[src/design/swa_pkg.sv]
// Shared types and constants for the sensor window averager.
`timescale 1ns / 1ps
package swa_pkg;

    // Tick counter
    localparam int COUNT_WIDTH = 11;
    localparam logic [COUNT_WIDTH-1:0] CNT_MAX = {COUNT_WIDTH{1'b1}};

    // Field widths
    localparam int TEMP_INT_W  = 8;
    localparam int TEMP_FRAC_W = 7;
    localparam int HUMID_INT_W = 7;
    localparam int HUMID_FRAC_W = 7;
    localparam int LUX_W       = 16;
    localparam int SEL_W       = 2;
    localparam int LEN_W       = 11;
    localparam int IDX_W       = 3;
    localparam int TDATA_W     = 48;

    // Running sums
    localparam int TEMP_INT_SUM_W   = 19;
    localparam int TEMP_FRAC_SUM_W  = 18;
    localparam int HUMID_INT_SUM_W  = 18;
    localparam int HUMID_FRAC_SUM_W = 18;
    localparam int LUX_SUM_W        = 28;

    // Divider: dividend width covers the widest sum and the combined values
    localparam int DIV_W  = 28;
    localparam int STEP_W = $clog2(DIV_W);

    // Limit compare is done at a width that holds both count and length
    localparam int CMP_W = (COUNT_WIDTH > LEN_W) ? COUNT_WIDTH : LEN_W;

    // Hundredths scaling and caps
    localparam int SCALE       = 100;
    localparam int T_W         = 15;
    localparam int H_W         = 14;
    localparam logic [T_W-1:0] TEMP_CAP  = 15'd25599;
    localparam logic [H_W-1:0] HUMID_CAP = 14'd10099;

    // x / 100 == (x * 5243) >> 19 for x below 43690
    localparam int RECIP_W     = 13;
    localparam logic [RECIP_W-1:0] RECIP = 13'd5243;
    localparam int RECIP_SHIFT = 19;

    // Reset values of the window lengths
    localparam logic [LEN_W-1:0] LEN0_RST = 11'd15;
    localparam logic [LEN_W-1:0] LEN1_RST = 11'd30;
    localparam logic [LEN_W-1:0] LEN2_RST = 11'd60;
    localparam logic [LEN_W-1:0] LEN3_RST = 11'd1440;

    typedef enum logic [IDX_W-1:0] {
        REG_WINDOW_SELECT = 3'd0,
        REG_WINDOW_LEN_0  = 3'd1,
        REG_WINDOW_LEN_1  = 3'd2,
        REG_WINDOW_LEN_2  = 3'd3,
        REG_WINDOW_LEN_3  = 3'd4
    } t_reg_idx;

    typedef enum logic [2:0] {
        S_IDLE,
        S_LOAD,
        S_DIV,
        S_CAP,
        S_SCALE,
        S_EMIT
    } t_state;

    typedef struct packed {
        logic accum;  // add the accepted word into the sums
        logic load;   // start the dividers, clear the window
        logic step;   // one divider iteration
        logic cap;    // take quotients, saturate
        logic scale;  // reciprocal multiply for the whole parts
        logic emit;   // fill the output register
    } t_dp_cmd;

endpackage

[src/design/swa_div.sv]
// Restoring divider, one quotient bit per cycle while i_step is high.
`timescale 1ns / 1ps
module swa_div (
    input  logic                            i_clk,
    input  logic                            i_load,
    input  logic                            i_step,
    input  logic [swa_pkg::DIV_W-1:0]       i_dividend,
    input  logic [swa_pkg::COUNT_WIDTH-1:0] i_divisor,
    output logic [swa_pkg::DIV_W-1:0]       o_quotient
);
    import swa_pkg::*;

    logic [COUNT_WIDTH-1:0] r_rem;
    logic [COUNT_WIDTH-1:0] r_dvs;
    logic [DIV_W-1:0]       r_quo;
    logic [COUNT_WIDTH:0]   shifted;
    logic [COUNT_WIDTH:0]   trial;
    logic                   take;

    always_comb begin
        shifted = {r_rem, r_quo[DIV_W-1]};
        trial   = shifted - {1'b0, r_dvs};
        take    = (shifted >= {1'b0, r_dvs});
    end

    always_ff @(posedge i_clk) begin
        if (i_load) begin
            r_rem <= '0;
            r_dvs <= i_divisor;
            r_quo <= i_dividend;
        end else if (i_step) begin
            r_rem <= take ? trial[COUNT_WIDTH-1:0] : shifted[COUNT_WIDTH-1:0];
            r_quo <= {r_quo[DIV_W-2:0], take};
        end
    end

    assign o_quotient = r_quo;

endmodule

[src/design/swa_ctrl.sv]
// Sequencer for accumulate, divide, split and output handoff.
`timescale 1ns / 1ps
module swa_ctrl (
    input  logic             i_clk,
    input  logic             i_rst_n,
    input  logic             i_in_valid,
    input  logic             i_out_ready,
    input  logic             i_fire,
    output logic             o_in_ready,
    output logic             o_out_valid,
    output swa_pkg::t_dp_cmd o_cmd
);
    import swa_pkg::*;

    t_state             r_state;
    t_state             n_state;
    logic [STEP_W-1:0]  r_step_cnt;
    logic [STEP_W-1:0]  n_step_cnt;
    logic               r_out_valid;
    logic               n_out_valid;
    logic               out_free;

    assign out_free = !r_out_valid || i_out_ready;

    always_ff @(posedge i_clk) begin
        if (!i_rst_n) begin
            r_state     <= S_IDLE;
            r_step_cnt  <= '0;
            r_out_valid <= 1'b0;
        end else begin
            r_state     <= n_state;
            r_step_cnt  <= n_step_cnt;
            r_out_valid <= n_out_valid;
        end
    end

    always_comb begin
        n_state     = r_state;
        n_step_cnt  = r_step_cnt;
        n_out_valid = r_out_valid && !i_out_ready;
        o_in_ready  = 1'b0;
        o_cmd       = '0;
        unique case (r_state)
            S_IDLE: begin
                o_in_ready  = 1'b1;
                o_cmd.accum = i_in_valid;
                if (i_in_valid && i_fire) begin
                    n_state = S_LOAD;
                end
            end
            S_LOAD: begin
                o_cmd.load = 1'b1;
                n_step_cnt = STEP_W'(DIV_W - 1);
                n_state    = S_DIV;
            end
            S_DIV: begin
                o_cmd.step = 1'b1;
                n_step_cnt = r_step_cnt - 1'b1;
                if (r_step_cnt == '0) begin
                    n_state = S_CAP;
                end
            end
            S_CAP: begin
                o_cmd.cap = 1'b1;
                n_state   = S_SCALE;
            end
            S_SCALE: begin
                o_cmd.scale = 1'b1;
                n_state     = S_EMIT;
            end
            S_EMIT: begin
                // hold until the output register can take the word
                if (out_free) begin
                    o_cmd.emit  = 1'b1;
                    n_out_valid = 1'b1;
                    n_state     = S_IDLE;
                end
            end
            default: begin
                n_state = S_IDLE;
            end
        endcase
    end

    assign o_out_valid = r_out_valid;

endmodule

[src/design/swa_datapath.sv]
// Window registers, running sums, three dividers and the output register.
`timescale 1ns / 1ps
module swa_datapath (
    input  logic                          i_clk,
    input  logic                          i_rst_n,
    input  swa_pkg::t_dp_cmd              i_cmd,
    input  logic                          i_cfg_write,
    input  logic [swa_pkg::IDX_W-1:0]     i_cfg_index,
    input  logic [swa_pkg::LEN_W-1:0]     i_cfg_data,
    input  logic [swa_pkg::TDATA_W-1:0]   i_in_data,
    output logic                          o_fire,
    output logic [swa_pkg::TDATA_W-1:0]   o_out_data
);
    import swa_pkg::*;

    // configuration
    logic [SEL_W-1:0] r_sel;
    logic [LEN_W-1:0] r_len [4];

    // window state
    logic [COUNT_WIDTH-1:0]      r_count;
    logic [COUNT_WIDTH-1:0]      n_count;
    logic [TEMP_INT_SUM_W-1:0]   r_ti_sum;
    logic [TEMP_FRAC_SUM_W-1:0]  r_tf_sum;
    logic [HUMID_INT_SUM_W-1:0]  r_hi_sum;
    logic [HUMID_FRAC_SUM_W-1:0] r_hf_sum;
    logic [LUX_SUM_W-1:0]        r_lux_sum;

    // input fields
    logic [TEMP_INT_W-1:0]   in_ti;
    logic [TEMP_FRAC_W-1:0]  in_tf;
    logic [HUMID_INT_W-1:0]  in_hi;
    logic [HUMID_FRAC_W-1:0] in_hf;
    logic [LUX_W-1:0]        in_lux;

    logic [LEN_W-1:0] limit_raw;
    logic [CMP_W-1:0] limit;

    logic [DIV_W-1:0] t_comb;
    logic [DIV_W-1:0] h_comb;
    logic [DIV_W-1:0] t_quo;
    logic [DIV_W-1:0] h_quo;
    logic [DIV_W-1:0] l_quo;

    logic [T_W-1:0]   r_t;
    logic [H_W-1:0]   r_h;
    logic [LUX_W-1:0] r_lux_q;
    logic [TEMP_INT_W-1:0]  r_t_int;
    logic [HUMID_INT_W-1:0] r_h_int;

    logic [T_W+RECIP_W-1:0] t_prod;
    logic [H_W+RECIP_W-1:0] h_prod;
    logic [T_W-1:0]         t_rem;
    logic [H_W-1:0]         h_rem;

    logic [TEMP_INT_W-1:0]   r_o_ti;
    logic [TEMP_FRAC_W-1:0]  r_o_tf;
    logic [HUMID_INT_W-1:0]  r_o_hi;
    logic [HUMID_FRAC_W-1:0] r_o_hf;
    logic [LUX_W-1:0]        r_o_lux;

    assign in_ti  = i_in_data[7:0];
    assign in_tf  = i_in_data[14:8];
    assign in_hi  = i_in_data[21:15];
    assign in_hf  = i_in_data[28:22];
    assign in_lux = i_in_data[44:29];

    always_ff @(posedge i_clk) begin
        if (!i_rst_n) begin
            r_sel    <= '0;
            r_len[0] <= LEN0_RST;
            r_len[1] <= LEN1_RST;
            r_len[2] <= LEN2_RST;
            r_len[3] <= LEN3_RST;
        end else if (i_cfg_write) begin
            unique case (i_cfg_index)
                REG_WINDOW_SELECT: r_sel    <= i_cfg_data[SEL_W-1:0];
                REG_WINDOW_LEN_0:  r_len[0] <= i_cfg_data;
                REG_WINDOW_LEN_1:  r_len[1] <= i_cfg_data;
                REG_WINDOW_LEN_2:  r_len[2] <= i_cfg_data;
                REG_WINDOW_LEN_3:  r_len[3] <= i_cfg_data;
                default: begin
                    // drop writes beyond the register list
                end
            endcase
        end
    end

    // zero length acts as one; a length past the counter saturates
    always_comb begin
        limit_raw = r_len[r_sel];
        n_count   = (r_count < CNT_MAX) ? r_count + 1'b1 : r_count;
        if (limit_raw == '0) begin
            limit = CMP_W'(1);
        end else if (CMP_W'(limit_raw) > CMP_W'(CNT_MAX)) begin
            limit = CMP_W'(CNT_MAX);
        end else begin
            limit = CMP_W'(limit_raw);
        end
        o_fire = (CMP_W'(n_count) >= limit);
    end

    always_ff @(posedge i_clk) begin
        if (!i_rst_n) begin
            r_count   <= '0;
            r_ti_sum  <= '0;
            r_tf_sum  <= '0;
            r_hi_sum  <= '0;
            r_hf_sum  <= '0;
            r_lux_sum <= '0;
        end else if (i_cmd.load) begin
            r_count   <= '0;
            r_ti_sum  <= '0;
            r_tf_sum  <= '0;
            r_hi_sum  <= '0;
            r_hf_sum  <= '0;
            r_lux_sum <= '0;
        end else if (i_cmd.accum) begin
            r_count   <= n_count;
            r_ti_sum  <= r_ti_sum + TEMP_INT_SUM_W'(in_ti);
            r_tf_sum  <= r_tf_sum + TEMP_FRAC_SUM_W'(in_tf);
            r_hi_sum  <= r_hi_sum + HUMID_INT_SUM_W'(in_hi);
            r_hf_sum  <= r_hf_sum + HUMID_FRAC_SUM_W'(in_hf);
            r_lux_sum <= r_lux_sum + LUX_SUM_W'(in_lux);
        end
    end

    // whole * 100 + hundredths
    assign t_comb = DIV_W'(r_ti_sum) * DIV_W'(SCALE) + DIV_W'(r_tf_sum);
    assign h_comb = DIV_W'(r_hi_sum) * DIV_W'(SCALE) + DIV_W'(r_hf_sum);

    swa_div u_div_temp (
        .i_clk      (i_clk),
        .i_load     (i_cmd.load),
        .i_step     (i_cmd.step),
        .i_dividend (t_comb),
        .i_divisor  (r_count),
        .o_quotient (t_quo)
    );

    swa_div u_div_humid (
        .i_clk      (i_clk),
        .i_load     (i_cmd.load),
        .i_step     (i_cmd.step),
        .i_dividend (h_comb),
        .i_divisor  (r_count),
        .o_quotient (h_quo)
    );

    swa_div u_div_lux (
        .i_clk      (i_clk),
        .i_load     (i_cmd.load),
        .i_step     (i_cmd.step),
        .i_dividend (DIV_W'(r_lux_sum)),
        .i_divisor  (r_count),
        .o_quotient (l_quo)
    );

    assign t_prod = (T_W+RECIP_W)'(r_t) * (T_W+RECIP_W)'(RECIP);
    assign h_prod = (H_W+RECIP_W)'(r_h) * (H_W+RECIP_W)'(RECIP);
    assign t_rem  = r_t - T_W'(r_t_int) * T_W'(SCALE);
    assign h_rem  = r_h - H_W'(r_h_int) * H_W'(SCALE);

    always_ff @(posedge i_clk) begin
        if (i_cmd.cap) begin
            r_t     <= (t_quo > DIV_W'(TEMP_CAP)) ? TEMP_CAP : t_quo[T_W-1:0];
            r_h     <= (h_quo > DIV_W'(HUMID_CAP)) ? HUMID_CAP : h_quo[H_W-1:0];
            r_lux_q <= l_quo[LUX_W-1:0];
        end
        if (i_cmd.scale) begin
            r_t_int <= t_prod[RECIP_SHIFT +: TEMP_INT_W];
            r_h_int <= h_prod[RECIP_SHIFT +: HUMID_INT_W];
        end
        if (i_cmd.emit) begin
            r_o_ti  <= r_t_int;
            r_o_tf  <= t_rem[TEMP_FRAC_W-1:0];
            r_o_hi  <= r_h_int;
            r_o_hf  <= h_rem[HUMID_FRAC_W-1:0];
            r_o_lux <= r_lux_q;
        end
    end

    assign o_out_data = {3'b000, r_o_lux, r_o_hf, r_o_hi, r_o_tf, r_o_ti};

endmodule

[src/design/sensor_window_averager_core.sv]
// Top level of the sensor window averager: block average of three sensor channels.
//
//  channel  | direction | handshake                       | payload
//  ---------+-----------+---------------------------------+---------------------------------
//  s_axis   | in        | s_axis_tvalid / s_axis_tready   | one tick: temp, humidity, lux
//  m_axis   | out       | m_axis_tvalid / m_axis_tready   | window averages
//  cfg      | in        | i_cfg_valid / o_cfg_ready       | register index + 11-bit value
//
// A tick that does not close a window is added to the sums; the block stays ready. A tick
// that closes it is added, then the sequencer runs S_LOAD, S_DIV (bit-serial dividers, one
// quotient bit a cycle, dividend width 28), S_CAP and S_SCALE (saturation, split into
// whole and hundredths) and S_EMIT (fill the output register). A finished word waits in
// the output register while new ticks are taken; s_axis_tready is low from S_LOAD through
// S_EMIT, and S_EMIT holds when the next window closes before that word is taken. Reset is
// synchronous, active low, and restores the window registers to select 0 with lengths 15, 30, 60, 1440.
`timescale 1ns / 1ps
module sensor_window_averager_core (
    input  logic                          i_clk,
    input  logic                          i_rst_n,
    input  logic                          s_axis_tvalid,
    output logic                          s_axis_tready,
    // temp_int_in[7:0], temp_frac_in[14:8], humid_int_in[21:15],
    // humid_frac_in[28:22], lux_in[44:29], zero fill[47:45]
    input  logic [swa_pkg::TDATA_W-1:0]   s_axis_tdata,
    output logic                          m_axis_tvalid,
    input  logic                          m_axis_tready,
    // temp_int_mean[7:0], temp_frac_mean[14:8], humid_int_mean[21:15],
    // humid_frac_mean[28:22], lux_mean[44:29], zero fill[47:45]
    output logic [swa_pkg::TDATA_W-1:0]   m_axis_tdata,
    input  logic                          i_cfg_valid,
    output logic                          o_cfg_ready,
    input  logic [swa_pkg::IDX_W-1:0]     i_cfg_index,
    input  logic [swa_pkg::LEN_W-1:0]     i_cfg_data
);
    import swa_pkg::*;

    t_dp_cmd cmd;
    logic    fire;

    assign o_cfg_ready = 1'b1;

    swa_ctrl u_ctrl (
        .i_clk       (i_clk),
        .i_rst_n     (i_rst_n),
        .i_in_valid  (s_axis_tvalid),
        .i_out_ready (m_axis_tready),
        .i_fire      (fire),
        .o_in_ready  (s_axis_tready),
        .o_out_valid (m_axis_tvalid),
        .o_cmd       (cmd)
    );

    swa_datapath u_dp (
        .i_clk       (i_clk),
        .i_rst_n     (i_rst_n),
        .i_cmd       (cmd),
        .i_cfg_write (i_cfg_valid),
        .i_cfg_index (i_cfg_index),
        .i_cfg_data  (i_cfg_data),
        .i_in_data   (s_axis_tdata),
        .o_fire      (fire),
        .o_out_data  (m_axis_tdata)
    );

endmodule
[config.mk]
export PLATFORM = sky130hd
export DESIGN_NAME = sensor_window_averager_core
export DESIGN_NICKNAME = d
export VERILOG_FILES = /design/src/design/swa_pkg.sv /design/src/design/swa_div.sv /design/src/design/swa_ctrl.sv /design/src/design/swa_datapath.sv /design/src/design/sensor_window_averager_core.sv
export SDC_FILE = /design/constraint.sdc
export NUM_CORES = 1
export LEC_CHECK = 0
export BUFFER_PORTS_ARGS = -buffer_cell sky130_fd_sc_hd__buf_2
export CORE_AREA = 2 2 173 344
export DETAILED_ROUTE_END_ITERATION = 10
export DIE_AREA = 0 0 175 346
export GPL_TIMING_DRIVEN = 0
export PLACE_DENSITY = 0.71
export SLEW_MARGIN = 20
export SYNTH_ARGS = -nofsm -noshare
export SYNTH_HDL_FRONTEND = slang
export SYNTH_SLANG_ARGS = --single-unit
[constraint.sdc]
create_clock -name i_clk -period 9.9 [get_ports i_clk]
set_clock_uncertainty 0.15 [all_clocks]
set_input_delay 0.99 -clock i_clk [delete_from_list [all_inputs] [get_ports i_clk]]
set_output_delay 0.99 -clock i_clk [all_outputs]
set_load 0.05 [all_outputs]
==> impl_metrics.ini <==
[route]
dr_wl_met2_um = 40100
via_per_inst = 5.44
totalWireLength_um = 73300
wl_per_cell_um = 17.3
wl_met3_um = 2870
drtIter0Drc = 1125
drt_pass1_iterations = 5
wl_met1_um = 26100
drc_errors = 0
vias = 23000
antenna_left = 0
top_layer_used = met5

[cells_and_area]
layout_common_cells = inv_1 (549), ha_1 (448), nand2_1 (316)
nNetsFinal = 4114
area_growth_pct = 9.51
fin_area_um2 = 34400
final_common_cell = inv_1
drive_above_1_share = 0.0723
fillers = 5025
fin_cells = 4224
fin_util = 0.594

[critical_path]
slowest_delay_ns = 0.55
crit_path_end_kind = flip-flop
endpoint = u_dp.r_t_int[7]$_DFFE_PP_
rrSetupSlack_ns = 3.70
cp.required_ns = 10.07
crit_type = flip-flop to flip-flop
r2r-end = u_dp.r_t_int[7]$_DFFE_PP_
rr_worst_depth = 20
crit_cells = 20
worstPathArrival_ns = 6.37
cp-startpoint = u_dp.r_t[13]$_SDFFCE_PN1N_
crit_path_start_kind = flip-flop
critical-path-top-delay-family = adder cells
crit_fanout = 7
path_buf_inv = 4
reg2reg_from = u_dp.r_t[13]$_SDFFCE_PN1N_
path_cells = ha_1, inv_1, fa_1, inv_1, fa_1, fa_1, inv_1, fa_1, inv_1, ha_1, a21o_1, a21o_1, a211oi_1, a2bb2oi_1, o41ai_1, o41a_1, and4_1, a2111o_1, a21oi_1, xnor2_1
worst_path_max_delay_cell = edfxtp_1

[pwr]
peakVddDrop_uv = 219
p_per_area_nw_per_um2 = 226
leakagePower_nw = 16.1
finalPower_mw = 7.79

[placed_design]
dp_cells = 4152
hpwl_um = 59700
gp_congestion = 0.892
placed_cell_area_um2 = 33100
io_buffers = 110
place_ws_ns = 3.73

[clock_tree]
cts_resized = 0
postCtsSetupBuffers = 0
cts.reportedPaths.clkPinSlew_ns = 0.06
cts_hold_buf = 0
cts_buffer_depth = 3
ctsHtreeMaxLevel = 2
cts_tree = done
cts_inserted_buffers = 38
root_buffer = clkbuf_16
clk_latency_ns = 0.58
cts_sinks = 402

[floorplan]
die_x_um = 175
initial_utilization = 0.542
die_y_um = 346
rows = 125
io_pins = 118
core_area_um2 = 58000
dieArea_um2 = 60600

[status]
status = completed

[yosys]
synth_edf_count = 244
synth_warnings = 0
syn_inst = 3270
syn_avg_cell_area_um2 = 9.62
netlist_area_um2 = 31400
ys_seq_elements = 402
seq_area_frac_synth = 0.334
async_flop_share = 0
ys.flop_type = edfxtp_1
yosys.cell_types.count = 83

[job]
max_cap_viol_count = 0

[sta]
grt_setup_unrepaired = false
worst_pin_slew_ns = 1.18
fin_hold_ws_ns = 0.269
report.final.slew_viol_count = 0
finalCritPeriodShare = 0.626
relSlewSlack = 0.213
fin_setup_tns_ns = 0
setup_ws_ns = 3.70
timing.final.hold_violations = 0
final-setup-viol-count = 0
min_period_ns = 6.20
fmax_ghz = 0.161

[global_routing]
first_global_vias = 23800
grt_max_degree = 60
grt_pass1_wl_um = 118000
grt_overflow_total = 0
track_usage = 0.246
antenna_found_initial = 9

[min_path]
hold_path_class = flip-flop to flip-flop
[metal layers]
metal / GRT usage / vias to the layer above
met1: 0.244 / 11000
met2: 0.485 / 439
li1: - / 11400
met5: 0 / -
met3: 0.0340 / 183
met4: 0.127 / 10
[logic make-up (layout without fill, tap and decap cells)]
group,after synthesis,in the layout,synth area share
and+or+nand+nor,859,859,0.129
buffers and inverters,626,814,0.0753
adders and majority gates,617,617,0.286
AOI/OAI and AO/OA,539,539,0.107
DFF,402,402,0.334
xor gates and xnor gates,184,184,0.0515
muxes,41,41,0.0177
other,2,6,0.000239
[flip-flops by register name (all words and copies together) (netlist names), 14 cells and up, named ones only]
register / count
u_dp.u_div_lux.o_quotient: 28
u_dp.r_o_lux: 16
u_dp.r_lux_sum: 28
u_dp.r_tf_sum: 18
u_dp.u_div_temp.o_quotient: 28
u_dp.r_h: 14
u_dp.u_div_humid.o_quotient: 28
u_dp.r_ti_sum: 19
u_dp.r_hi_sum: 18
u_dp.r_len: 44
u_dp.r_hf_sum: 18
u_dp.r_t: 15
u_dp.r_lux_q: 16
[synthesized netlist by cell type, drive strengths merged, types with 6 or more instances]
| cell | count | area [µm²] |
|---|---|---|
| nand4 | 21 | 131 |
| nor4b | 6 | 58.8 |
| nand2 | 316 | 1190 |
| ha | 448 | 5610 |
| a21boi | 20 | 150 |
| xor2 | 47 | 412 |
| or2 | 17 | 106 |
| and2 | 34 | 213 |
| nor3 | 60 | 310 |
| fa | 169 | 3380 |
| edfxtp | 244 | 7330 |
| xnor2 | 137 | 1210 |
| a21o | 54 | 405 |
| o21bai | 12 | 90.1 |
| nor2 | 193 | 724 |
| nand3b | 6 | 45.0 |
| a31o | 7 | 61.3 |
| mux2 | 7 | 78.8 |
| o31ai | 11 | 82.6 |
| a22o | 6 | 52.6 |
| o311ai | 6 | 52.6 |
| nor2b | 28 | 175 |
| o21ai | 158 | 791 |
| dfxtp | 158 | 3160 |
| a21oi | 155 | 776 |
| nand3 | 50 | 250 |
| mux2i | 23 | 230 |
| nor4 | 14 | 87.6 |
| o41ai | 7 | 68.8 |
| a211oi | 22 | 170 |
| o21a | 18 | 135 |
| nand2b | 35 | 219 |
| or3 | 31 | 194 |
| and3 | 31 | 194 |
| mux4 | 11 | 248 |
| buf | 11 | 60.1 |
| inv | 550 | 2060 |
| clkbuf | 65 | 244 |
| a31oi | 13 | 81.3 |
[worst reg2reg max path, cell delays in order (launching register included)]
cell and delay (ns):
edfxtp_1 0.55, ha_1 0.39, inv_1 0.07, fa_1 0.51
inv_1 0.08, fa_1 0.47, fa_1 0.49, inv_1 0.05
fa_1 0.53, inv_1 0.04, ha_1 0.30, a21o_1 0.17
a21o_1 0.17, a211oi_1 0.28, a2bb2oi_1 0.21, o41ai_1 0.17
o41a_1 0.40, and4_1 0.22, a2111o_1 0.43, a21oi_1 0.20
xnor2_1 0.08
[power breakdown]
part	leakage (nW)	total [mW]	internal, mW	switching [mW]
registers	3.43	2.58	2.29	0.288
clock network	0.658	1.57	0.896	0.677
logic	12.0	3.64	1.42	2.22
total	16.1	7.79	4.60	3.19
[worst min path at each step]
stage	end	start	slack, ns	cells after the start
2_1_floorplan	u_dp.r_o_hi[5]$_DFFE_PP_	u_dp.r_h_int[5]$_DFFE_PP_	0.25	0
3_3_place_gp	u_dp.r_o_lux[2]$_DFFE_PP_	u_dp.r_lux_q[2]$_DFFE_PN_	0.25	0
3_5_place_dp	u_dp.r_o_lux[5]$_DFFE_PP_	u_dp.r_lux_q[5]$_DFFE_PN_	0.25	0
4_1_cts	u_dp.r_o_lux[5]$_DFFE_PP_	u_dp.r_lux_q[5]$_DFFE_PN_	0.27	0
5_1_grt	u_dp.r_o_lux[7]$_DFFE_PP_	u_dp.r_lux_q[7]$_DFFE_PN_	0.27	0
6_report	u_dp.r_o_hi[6]$_DFFE_PP_	u_dp.r_h_int[6]$_DFFE_PP_	0.27	0
[area by class of cell]
type | count | area (µm²) | area share
Tap cell | 762 | 953 | 0.0277
Multi-Input combinational cell | 2244 | 18600 | 0.541
Sequential cell | 402 | 10500 | 0.305
Antenna cell | 2 | 5.00 | 0.000145
Clock buffer | 49 | 1090 | 0.0318
Inverter | 550 | 2070 | 0.0600
Clock inverter | 21 | 245 | 0.00712
Buffer | 76 | 304 | 0.00883
Timing Repair Buffer | 118 | 656 | 0.0190
Power figures use the tool's default switching activity.
